## src/hdl/poc_pkg.sv

```systemverilog
// Shared types, constants and helpers of the proximity obstacle classifier.
package poc_pkg;

    localparam int CHANNELS     = 8;
    localparam int CH_BITS      = 3;
    localparam int OFFSET_BITS  = 6;
    localparam int SIDE_BITS    = 2;
    localparam int LEVEL_BITS   = 8;
    localparam int CFG_IDX_BITS = 2;
    localparam int SUM_BITS     = 22;
    localparam int OUT_BITS     = 48;
    localparam int FILT_NUM     = 14;
    localparam int FILT_SHIFT   = 4;

    typedef logic [CH_BITS-1:0]      t_chan;
    typedef logic [LEVEL_BITS-1:0]   t_level;
    typedef logic [CFG_IDX_BITS-1:0] t_cfg_idx;
    typedef logic [OFFSET_BITS-1:0]  t_offset;
    typedef logic [SIDE_BITS-1:0]    t_side;
    typedef logic [1:0]              t_count;
    typedef logic [SUM_BITS-1:0]     t_sum;

    // Which band a filtered value falls in
    typedef struct packed {
        logic obstacle;
        logic side_band;
        logic below_clear;
    } t_band;

    localparam t_chan CH_CENTER  = 3'd0;
    localparam t_chan CH_FRONT_L = 3'd1;
    localparam t_chan CH_SIDE_L2 = 3'd2;
    localparam t_chan CH_SIDE_L3 = 3'd3;
    localparam t_chan CH_SIDE_R5 = 3'd5;
    localparam t_chan CH_SIDE_R6 = 3'd6;
    localparam t_chan CH_FRONT_R = 3'd7;

    localparam t_cfg_idx CFG_NOISE  = 2'd0;
    localparam t_cfg_idx CFG_MARGIN = 2'd1;
    localparam t_cfg_idx CFG_CLEAR  = 2'd2;

    localparam t_level NOISE_RESET  = 8'd50;
    localparam t_level MARGIN_RESET = 8'd10;
    localparam t_level CLEAR_RESET  = 8'd5;

    localparam t_side  SIDE_RIGHT = 2'b01;
    localparam t_count QUIET_FULL = 2'd2;
    localparam t_count COUNT_MAX  = 2'd3;

    function automatic t_count sat_inc(input t_count v);
        return (v == COUNT_MAX) ? v : v + 2'd1;
    endfunction

endpackage

```

## src/hdl/poc_state_mem.sv

```systemverilog
// Per-channel state memory with registered read, valid bits and write bypass.
module poc_state_mem #(
    parameter int DW = 52
) (
    input  logic              i_clk,
    input  logic              i_rst_n,
    input  logic              i_rd_en,
    input  poc_pkg::t_chan    i_rd_addr,
    input  logic              i_wr_en,
    input  poc_pkg::t_chan    i_wr_addr,
    input  logic [DW-1:0]     i_wr_data,
    output logic [DW-1:0]     o_rd_data
);
    import poc_pkg::*;

    logic [DW-1:0]       r_mem [CHANNELS];
    logic [DW-1:0]       r_rd_data;
    logic [DW-1:0]       r_byp_data;
    logic [CHANNELS-1:0] r_valid;
    logic                r_rd_valid;
    logic                r_byp;

    always_ff @(posedge i_clk) begin
        if (i_wr_en) begin
            r_mem[i_wr_addr] <= i_wr_data;
        end
        if (i_rd_en) begin
            r_rd_data  <= r_mem[i_rd_addr];
            r_byp_data <= i_wr_data;
        end
    end

    // Entries never written read as zero; a write in the read cycle wins
    always_ff @(posedge i_clk) begin
        if (!i_rst_n) begin
            r_valid    <= '0;
            r_rd_valid <= 1'b0;
            r_byp      <= 1'b0;
        end else begin
            if (i_wr_en) begin
                r_valid[i_wr_addr] <= 1'b1;
            end
            if (i_rd_en) begin
                r_rd_valid <= r_valid[i_rd_addr];
                r_byp      <= i_wr_en && (i_wr_addr == i_rd_addr);
            end
        end
    end

    assign o_rd_data = r_byp      ? r_byp_data :
                       r_rd_valid ? r_rd_data  : '0;

endmodule

```

## src/hdl/poc_chan_update.sv

```systemverilog
// Smoothing filter step and band classification of one channel sample.
module poc_chan_update #(
    parameter int SAMPLE_BITS = 12,
    parameter int FRAC_BITS   = 8
) (
    input  logic [SAMPLE_BITS+FRAC_BITS-1:0] i_filt,
    input  logic [SAMPLE_BITS-1:0]           i_prev,
    input  logic [SAMPLE_BITS-1:0]           i_sample,
    input  poc_pkg::t_offset                 i_offset,
    input  poc_pkg::t_level                  i_noise,
    input  poc_pkg::t_level                  i_margin,
    input  poc_pkg::t_level                  i_clear,
    output logic [SAMPLE_BITS+FRAC_BITS-1:0] o_y,
    output poc_pkg::t_band                   o_band
);
    import poc_pkg::*;

    localparam int W  = SAMPLE_BITS + FRAC_BITS;
    localparam int SW = W + 5;
    localparam int CW = W + 2;

    logic [SW-1:0]        acc;
    logic signed [CW-1:0] s_noise;
    logic signed [CW-1:0] s_off;
    logic signed [CW-1:0] s_margin;
    logic signed [CW-1:0] s_det_thr;
    logic signed [CW-1:0] s_side_thr;
    logic signed [CW-1:0] s_y;
    logic [W-1:0]         clear_thr;

    assign acc = SW'(FILT_NUM) * SW'(i_filt)
               + (SW'(i_sample) << FRAC_BITS)
               + (SW'(i_prev) << FRAC_BITS);
    assign o_y = W'(acc >> FILT_SHIFT);

    // Thresholds may go negative, so compare signed
    assign s_noise    = CW'(i_noise);
    assign s_off      = CW'(i_offset);
    assign s_margin   = CW'(i_margin);
    assign s_det_thr  = (s_noise - s_off) <<< FRAC_BITS;
    assign s_side_thr = (s_noise - s_margin) <<< FRAC_BITS;
    assign s_y        = CW'(o_y);
    assign clear_thr  = W'(i_clear) << FRAC_BITS;

    assign o_band.obstacle    = s_y > s_det_thr;
    assign o_band.side_band   = s_y > s_side_thr;
    assign o_band.below_clear = o_y < clear_thr;

endmodule

```

## src/hdl/proximity_obstacle_classifier.sv

```systemverilog
// Top level of the proximity obstacle classifier: scan control, flags, sums, output.
// Takes one proximity sample per cycle, channels 0 to 7 in scan order, and returns
// one result each time channel 7 is processed. A sample is read from the per-channel
// state memory at the edge it is accepted, then filtered, classified and written back
// when its stage commits, which a channel-7 stall can delay; a channel-7 result is
// registered in the output register. A same-channel sample accepted at the write-back is
// served by the write bypass. The input accepts a request every cycle, except that a
// channel-7 sample that finds the previous result not yet taken holds the input until the
// cycle after that result is taken. Forward and lateral sums are kept as running totals
// updated per sample. The eight memory entries read as zero after reset via valid bits,
// with no clearing pass. Configuration is written through i_cfg_we / i_cfg_idx / i_cfg_data;
// the user must do so only while no request is in flight; the block does not enforce it.
module proximity_obstacle_classifier #(
    parameter int SAMPLE_BITS = 12,
    parameter int FRAC_BITS   = 8
) (
    input  logic                      i_clk,
    input  logic                      i_rst_n,
    // channel, sample, detect_offset, side, clear_side (lowest bit up)
    input  logic [((SAMPLE_BITS + 12 + 7) / 8) * 8 - 1:0] i_s_tdata,
    input  logic                      i_s_tvalid,
    output logic                      o_s_tready,
    // obstacle_ahead, side_obstacle, turn_right, forward_sum, lateral_sum (lowest up)
    output logic [poc_pkg::OUT_BITS-1:0] o_m_tdata,
    output logic                      o_m_tvalid,
    input  logic                      i_m_tready,
    input  logic                      i_cfg_we,
    input  poc_pkg::t_cfg_idx         i_cfg_idx,
    input  poc_pkg::t_level           i_cfg_data
);
    import poc_pkg::*;

    localparam int W        = SAMPLE_BITS + FRAC_BITS;
    localparam int DW       = 2 * W + SAMPLE_BITS;
    localparam int SMP_LSB  = CH_BITS;
    localparam int OFF_LSB  = SMP_LSB + SAMPLE_BITS;
    localparam int SIDE_LSB = OFF_LSB + OFFSET_BITS;
    localparam int CLR_BIT  = SIDE_LSB + SIDE_BITS;
    localparam int PAD_BITS = OUT_BITS - 3 - 2 * SUM_BITS;

    // configuration
    t_level r_noise;
    t_level r_margin;
    t_level r_clear;

    // filter stage
    logic                   r_s1_vld;
    t_chan                  r_s1_ch;
    logic [SAMPLE_BITS-1:0] r_s1_x;
    t_offset                r_s1_off;
    t_side                  r_s1_side;
    logic                   r_s1_clr;

    // scan state
    logic   r_ahead;
    logic   r_sflag;
    t_count r_fh;
    t_count r_lq;
    t_count r_rq;
    t_sum   r_fwd;
    t_sum   r_lat;
    logic [W-1:0] r_d1;
    logic [W-1:0] r_d7;

    logic                r_out_vld;
    logic [OUT_BITS-1:0] r_out_data;

    logic stall;
    logic accept;
    logic commit;
    logic last_ch;

    logic [DW-1:0]          rd_word;
    logic [DW-1:0]          wr_word;
    logic [W-1:0]           f_old;
    logic [SAMPLE_BITS-1:0] p_old;
    logic [W-1:0]           h_old;
    logic [W-1:0]           y;
    logic [W-1:0]           h_new;
    t_band                  band;

    logic   is_front;
    logic   is_side_ch;
    logic   is_left_q;
    logic   is_right_q;
    logic   front_hit;
    t_count fh0;
    t_count lq0;
    t_count rq0;
    logic   sf0;
    logic   ahead_mid;
    logic   sf_mid;
    t_count n_fh;
    t_count n_lq;
    t_count n_rq;
    logic   n_ahead;
    logic   n_sflag;
    logic   n_turn;

    t_sum fwd_old_t;
    t_sum fwd_new_t;
    t_sum half_old;
    t_sum half_new;
    t_sum lat_d;
    t_sum n_fwd;
    t_sum n_lat;

    // Hold the input while a scan-end sample waits for a full output register
    assign last_ch    = r_s1_ch == CH_FRONT_R;
    assign stall      = r_s1_vld && last_ch && r_out_vld;
    assign o_s_tready = !stall;
    assign accept     = i_s_tvalid && o_s_tready;
    assign commit     = r_s1_vld && !stall;

    always_ff @(posedge i_clk) begin
        if (!i_rst_n) begin
            r_noise  <= NOISE_RESET;
            r_margin <= MARGIN_RESET;
            r_clear  <= CLEAR_RESET;
        end else if (i_cfg_we) begin
            unique case (i_cfg_idx)
                CFG_NOISE:  r_noise  <= i_cfg_data;
                CFG_MARGIN: r_margin <= i_cfg_data;
                CFG_CLEAR:  r_clear  <= i_cfg_data;
                default: ;
            endcase
        end
    end

    always_ff @(posedge i_clk) begin
        if (!i_rst_n) begin
            r_s1_vld <= 1'b0;
        end else if (!stall) begin
            r_s1_vld <= accept;
        end
    end

    always_ff @(posedge i_clk) begin
        if (accept) begin
            r_s1_ch   <= i_s_tdata[CH_BITS-1:0];
            r_s1_x    <= i_s_tdata[OFF_LSB-1:SMP_LSB];
            r_s1_off  <= i_s_tdata[SIDE_LSB-1:OFF_LSB];
            r_s1_side <= i_s_tdata[CLR_BIT-1:SIDE_LSB];
            r_s1_clr  <= i_s_tdata[CLR_BIT];
        end
    end

    poc_state_mem #(
        .DW (DW)
    ) u_mem (
        .i_clk     (i_clk),
        .i_rst_n   (i_rst_n),
        .i_rd_en   (accept),
        .i_rd_addr (i_s_tdata[CH_BITS-1:0]),
        .i_wr_en   (commit),
        .i_wr_addr (r_s1_ch),
        .i_wr_data (wr_word),
        .o_rd_data (rd_word)
    );

    assign f_old   = rd_word[W-1:0];
    assign p_old   = rd_word[W+SAMPLE_BITS-1:W];
    assign h_old   = rd_word[DW-1:W+SAMPLE_BITS];
    assign wr_word = {h_new, r_s1_x, y};

    poc_chan_update #(
        .SAMPLE_BITS (SAMPLE_BITS),
        .FRAC_BITS   (FRAC_BITS)
    ) u_upd (
        .i_filt   (f_old),
        .i_prev   (p_old),
        .i_sample (r_s1_x),
        .i_offset (r_s1_off),
        .i_noise  (r_noise),
        .i_margin (r_margin),
        .i_clear  (r_clear),
        .o_y      (y),
        .o_band   (band)
    );

    always_comb begin
        is_front   = (r_s1_ch == CH_CENTER)
                  || ((r_s1_ch == CH_FRONT_L) && (r_s1_side != SIDE_RIGHT))
                  || ((r_s1_ch == CH_FRONT_R) && !r_s1_side[SIDE_BITS-1]);
        is_left_q  = (r_s1_ch == CH_SIDE_L2) || (r_s1_ch == CH_SIDE_L3);
        is_right_q = (r_s1_ch == CH_SIDE_R5) || (r_s1_ch == CH_SIDE_R6);
        is_side_ch = is_left_q || is_right_q;
        front_hit  = band.obstacle && is_front;

        // Scan start zeroes the counters before this sample counts
        fh0 = (r_s1_ch == CH_CENTER) ? '0 : r_fh;
        lq0 = (r_s1_ch == CH_CENTER) ? '0 : r_lq;
        rq0 = (r_s1_ch == CH_CENTER) ? '0 : r_rq;
        sf0 = r_s1_clr ? 1'b0 : r_sflag;

        h_new = band.below_clear ? '0 : (band.obstacle ? y : h_old);

        ahead_mid = front_hit ? 1'b1 : r_ahead;
        n_fh      = front_hit ? sat_inc(fh0) : fh0;
        sf_mid    = (!band.obstacle && band.side_band && is_side_ch) ? !r_ahead : sf0;
        n_rq      = (!band.obstacle && !band.side_band && is_right_q) ? sat_inc(rq0) : rq0;
        n_lq      = (!band.obstacle && !band.side_band && is_left_q) ? sat_inc(lq0) : lq0;

        n_ahead = ahead_mid;
        n_sflag = sf_mid;
        if (last_ch) begin
            if (n_fh == '0) n_ahead = 1'b0;
            if ((n_lq == QUIET_FULL) && (n_rq == QUIET_FULL)) n_sflag = 1'b0;
        end
        n_turn = r_d1 > h_new;
    end

    // Running sums: swap the old term of this channel for the new one
    always_comb begin
        half_old = SUM_BITS'(h_old >> 1);
        half_new = SUM_BITS'(h_new >> 1);
        priority if (r_s1_ch == CH_CENTER) begin
            fwd_old_t = SUM_BITS'(h_old);
            fwd_new_t = SUM_BITS'(h_new);
        end else if ((r_s1_ch == CH_FRONT_L) || (r_s1_ch == CH_FRONT_R)) begin
            fwd_old_t = half_old;
            fwd_new_t = half_new;
        end else begin
            fwd_old_t = '0;
            fwd_new_t = '0;
        end
        n_fwd = r_fwd + fwd_old_t - fwd_new_t;
        lat_d = half_new - half_old;
        priority if ((r_s1_ch == CH_FRONT_L) || is_left_q) begin
            n_lat = r_lat + lat_d;
        end else if ((r_s1_ch == CH_FRONT_R) || is_right_q) begin
            n_lat = r_lat - lat_d;
        end else begin
            n_lat = r_lat;
        end
    end

    always_ff @(posedge i_clk) begin
        if (!i_rst_n) begin
            r_ahead <= 1'b0;
            r_sflag <= 1'b0;
            r_fh    <= '0;
            r_lq    <= '0;
            r_rq    <= '0;
            r_fwd   <= '0;
            r_lat   <= '0;
            r_d1    <= '0;
            r_d7    <= '0;
        end else if (commit) begin
            r_ahead <= n_ahead;
            r_sflag <= n_sflag;
            r_fh    <= n_fh;
            r_lq    <= n_lq;
            r_rq    <= n_rq;
            r_fwd   <= n_fwd;
            r_lat   <= n_lat;
            if (r_s1_ch == CH_FRONT_L) r_d1 <= h_new;
            if (r_s1_ch == CH_FRONT_R) r_d7 <= h_new;
        end
    end

    always_ff @(posedge i_clk) begin
        if (!i_rst_n) begin
            r_out_vld <= 1'b0;
        end else if (commit && last_ch) begin
            r_out_vld <= 1'b1;
        end else if (i_m_tready) begin
            r_out_vld <= 1'b0;
        end
    end

    always_ff @(posedge i_clk) begin
        if (commit && last_ch) begin
            r_out_data <= {{PAD_BITS{1'b0}}, n_lat, n_fwd, n_turn, n_sflag, n_ahead};
        end
    end

    assign o_m_tvalid = r_out_vld;
    assign o_m_tdata  = r_out_data;

    a_result_from_scan_end: assert property (@(posedge i_clk) disable iff (!i_rst_n)
        $rose(o_m_tvalid) |-> $past(r_s1_vld && last_ch))
        else $error("result appeared without a scan-end sample");

    a_ahead_needs_hit: assert property (@(posedge i_clk) disable iff (!i_rst_n)
        commit && last_ch |=> (!r_ahead || (r_fh != '0)))
        else $error("obstacle flag kept after a scan with no front hit");

    a_scan_start_counts: assert property (@(posedge i_clk) disable iff (!i_rst_n)
        commit && (r_s1_ch == CH_CENTER) |=> (r_lq == '0) && (r_rq == '0)
            && (r_fh != COUNT_MAX))
        else $error("counters not restarted at scan start");

    a_d7_tracks_last: assert property (@(posedge i_clk) disable iff (!i_rst_n)
        commit && last_ch |=> r_d7 == $past(h_new))
        else $error("channel 7 distance copy out of step");

endmodule

```

## config.mk

```make
export PLATFORM = sky130hd
export DESIGN_NAME = proximity_obstacle_classifier
export DESIGN_NICKNAME = d
export VERILOG_FILES = /design/src/hdl/poc_pkg.sv /design/src/hdl/poc_state_mem.sv /design/src/hdl/poc_chan_update.sv /design/src/hdl/proximity_obstacle_classifier.sv
export SDC_FILE = /design/constraint.sdc
export NUM_CORES = 1
export LEC_CHECK = 0
export BUFFER_PORTS_ARGS = -buffer_cell sky130_fd_sc_hd__buf_4
export CORE_AREA = 2 2 270 339
export DETAILED_ROUTE_END_ITERATION = 10
export DIE_AREA = 0 0 272 341
export GPL_ROUTABILITY_DRIVEN = 0
export GPL_TIMING_DRIVEN = 0
export HOLD_SLACK_MARGIN = 0.02
export PLACE_DENSITY = 0.65
export SYNTH_ARGS = -nofsm -noshare
export SYNTH_HDL_FRONTEND = slang
export SYNTH_SLANG_ARGS = --single-unit
```

## constraint.sdc

```tcl
create_clock -name i_clk -period 18.95 [get_ports i_clk]
set_input_delay 2.8425 -clock i_clk [delete_from_list [all_inputs] [get_ports i_clk]]
set_output_delay 2.8425 -clock i_clk [all_outputs]
set_load 0.005 [all_outputs]
```

==> run metrics <==
Netlist cell types=90; drt total wl=~95,000 um; DP Area=approximately 38,000 sq um; Setup Viol. Count Final=0; Post-Syn Area=35,600 sq um; clk buf depth=3; DRT Pass-1 Iters=7; Die X=around 270 um; Crit path top cell by count=clkbuf_1; WL per Instance=roughly 23 um; Final nets=3,188; Tcrit/Tclk final=93.3%; Buf/Inv on CP=12; synthesized flop and latch total=approximately 700; number of hold buffers added after cts=0; layout cells sized above 1=15.5%; CTS Buf Count=74; required time worst endpoint=about 19 ns; n_diodes=0; Congestion Overflow GR=0; fmax=about 0.057 GHz; Least-Margin Pin Slew=around 1.4 ns; Post-DP HPWL=about 67,000 um; Layout area overhead=14.4%; post-synth top area share=49.9%; num rows=~120; IO buf count=86; clock root buffer=clkbuf_16; Initial DRC Count=approximately 2,000; Pleak=approximately 0.015 uW; post-synthesis sequential area ratio=between 50% and 60%; EDFF count, synth=a little under 600; Final Util=around 46%; via count=~23,000; vias in the first global route=around 23,000; CP Class=flop to flop; RSZ-0062 raised after global routing=no; num ports=89; Synth Net Count=between 2,000 and 3,000; die area=approximately 93,000 sq um; Core Footprint=around 89,000 sq um; Max-Slew Margin vs Limit=under 10%; CTS H-tree depth=3; Final Critical Period=~18 ns; first-pass GRT wire length=~140,000 um; initial antenna violation count=0; CP Capture Type=flop; status=finished clean; clock slew seen by the registers of the worst setup and hold paths=0.06 ns; Setup Total Neg Slack=0 ns; power consumption=a little over 6000 uW; Syn Inst Count=2,716; synth top area cells=edfxtp_1 50%, ha_1 6.7%, mux4_2 6.7%; DRC=0; Finished Cell Area=roughly 40,000 sq um; post-synth top area cell=edfxtp_1; worst vdd ir=approximately 0.12 mV; Worst path slowest cell=clkbuf_1; most used flip-flop cell after synthesis=edfxtp_1; largest net degree at the start of global routing=around 80; final hold viol count=0; vias per cell=around 5.6; Top Family by Delay on Critical Path=compound AO/OA/AOI/OAI gates; CTS tree=yes; Max-Cap Viols=0; async set-reset flop share out of synthesis=0%; clock skew=roughly 0.025 ns; Pwr Density=150 nW/um^2; slowest stage delay, CP=0.65 ns; number of synthesis warnings=0; crit path launch type=flop; final slew viol count=0; clock latency at the later pin of the worst-skew pair=around 0.64 ns; Worst EP arrival=between 15 and 20 ns; synthesized area per cell=about 13 sq um; Worst Path Max Fanout=18; Initial Util=between 30% and 40%; CTS Sinks=699; Final ANT Viol Nets=0; worst min path class=flop to flop; All-Layer GR Usage=about a fifth; Die Ht=341 um
## flip-flops by register name (all words and copies together) (netlist names), 12 cells and up
name	count
o_m_tdata	47
u_mem.r_mem	416
r_d1	20
r_s1_x	12
u_mem.r_byp_data	52
r_lat	22
u_mem.r_rd_data	52
r_fwd	22
## logic make-up after synthesis
logic type	count (synthesis)	synth area share [%]
AO/OA/AOI/OAI	555	11.0
XOR/XNOR	97	2.39
adder cells (fa/ha/maj)	243	9.62
buffers and inverters	333	3.59
flip-flops	699	56.0
multiplexers	210	9.84
other	1	0.0105
AND/OR/NAND/NOR	578	7.64
## report_power, final
group	switching, uW	internal (uW)	total, uW
Combinational	1650	975	2630
Clock	636	831	1470
Sequential	50.1	1940	1990
Total	2340	3750	6080
## tightest hold or removal path, stage by stage (launching register included)
cell     delay (ns)
dfxtp_1        0.31
nand2_1        0.05
a21oi_1        0.05
## layout make-up
| class | instances | area [sq um] |
|---|---|---|
| sequential | 699 | 19900 |
| buffer | 108 | 435 |
| fill | 7943 | 48700 |
| tap | 1187 | 1490 |
| inverter | 225 | 852 |
| clock inverter | 43 | 468 |
| multi-input combinational | 1684 | 14500 |
| timing repair buffer | 115 | 1110 |
| clock buffer | 92 | 1960 |
## path summary, 6_finish.rpt
path                            depth (start not counted)        start            end  slack (ns)
worst min register to register                          2    r_fwd[17]      r_fwd[17]        0.46
worst min-delay path                                    2    r_fwd[17]      r_fwd[17]        0.46
worst max register to register                         62  u_mem.r_byp  o_m_tdata[42]        1.27
worst max-delay path                                   62  u_mem.r_byp  o_m_tdata[42]        1.27
## per-layer routing
metal  share of wire, %  vias up  GRT usage [%]
met5                  0        -              0
met4                4.0        0           8.23
met3                5.8      210           3.24
met2                 50      747           35.5
met1                 41    11700           25.3
li1                   -    10600              -
## cells in the mapped netlist (33+ instances only)
cell type and instances:
edfxtp_1 591, inv_1 223, nor2_1 192, ha_1 191
a21oi_1 155, nand2_1 149, dfxtp_1 108, mux4_2 106
clkbuf_1 74, o21ai_0 65, xnor2_1 62, mux2_2 57
a21o_1 51, fa_1 51, a22oi_1 48, mux2i_1 47
nor3_1 45, xor2_1 35, nand3_1 33
## cell usage in the layout (no fill, tap or decap), types with 13 or more instances in the layout
cell and n:
edfxtp_1 591, a21o_1 51, nor2_1 187, buf_1 23
nand2b_1 23, o21a_1 22, or3_1 18, mux4_2 106
xor2_1 35, xnor2_1 58, o22a_1 13, or2_2 17
nor3_1 44, a22oi_1 48, buf_6 13, fa_1 51
o21ai_0 65, clkbuf_1 87, a21oi_1 154, mux2_2 57
a22o_1 24, o32ai_1 16, clkinv_2 13, nand3_1 33
ha_1 191, nor2b_1 24, and3_1 14, buf_4 91
nand2_1 149, nand4_1 16, o21bai_1 18, inv_1 221
a211oi_1 21, mux2i_1 47, dfxtp_1 108, clkbuf_16 74
## repair_timing
| action | in CTS | in global routing |
|---|---|---|
| setup buffers | 0 | 0 |
| gates resized for setup | 0 | 1 |
| setup endpoints to repair | 0 | 2 |
## through the flow
step                      hold WS (ns)  setup slack (ns)  instances
after floorplan                  0.435              5.46       2716
after global placement           0.444              1.50       3989
after detailed placement         0.448              1.44       4018
after CTS                        0.457              1.30       4153
after global routing             0.473            0.0242       4153
final                            0.456              1.27       4153
Power figures use the tool's default switching activity.
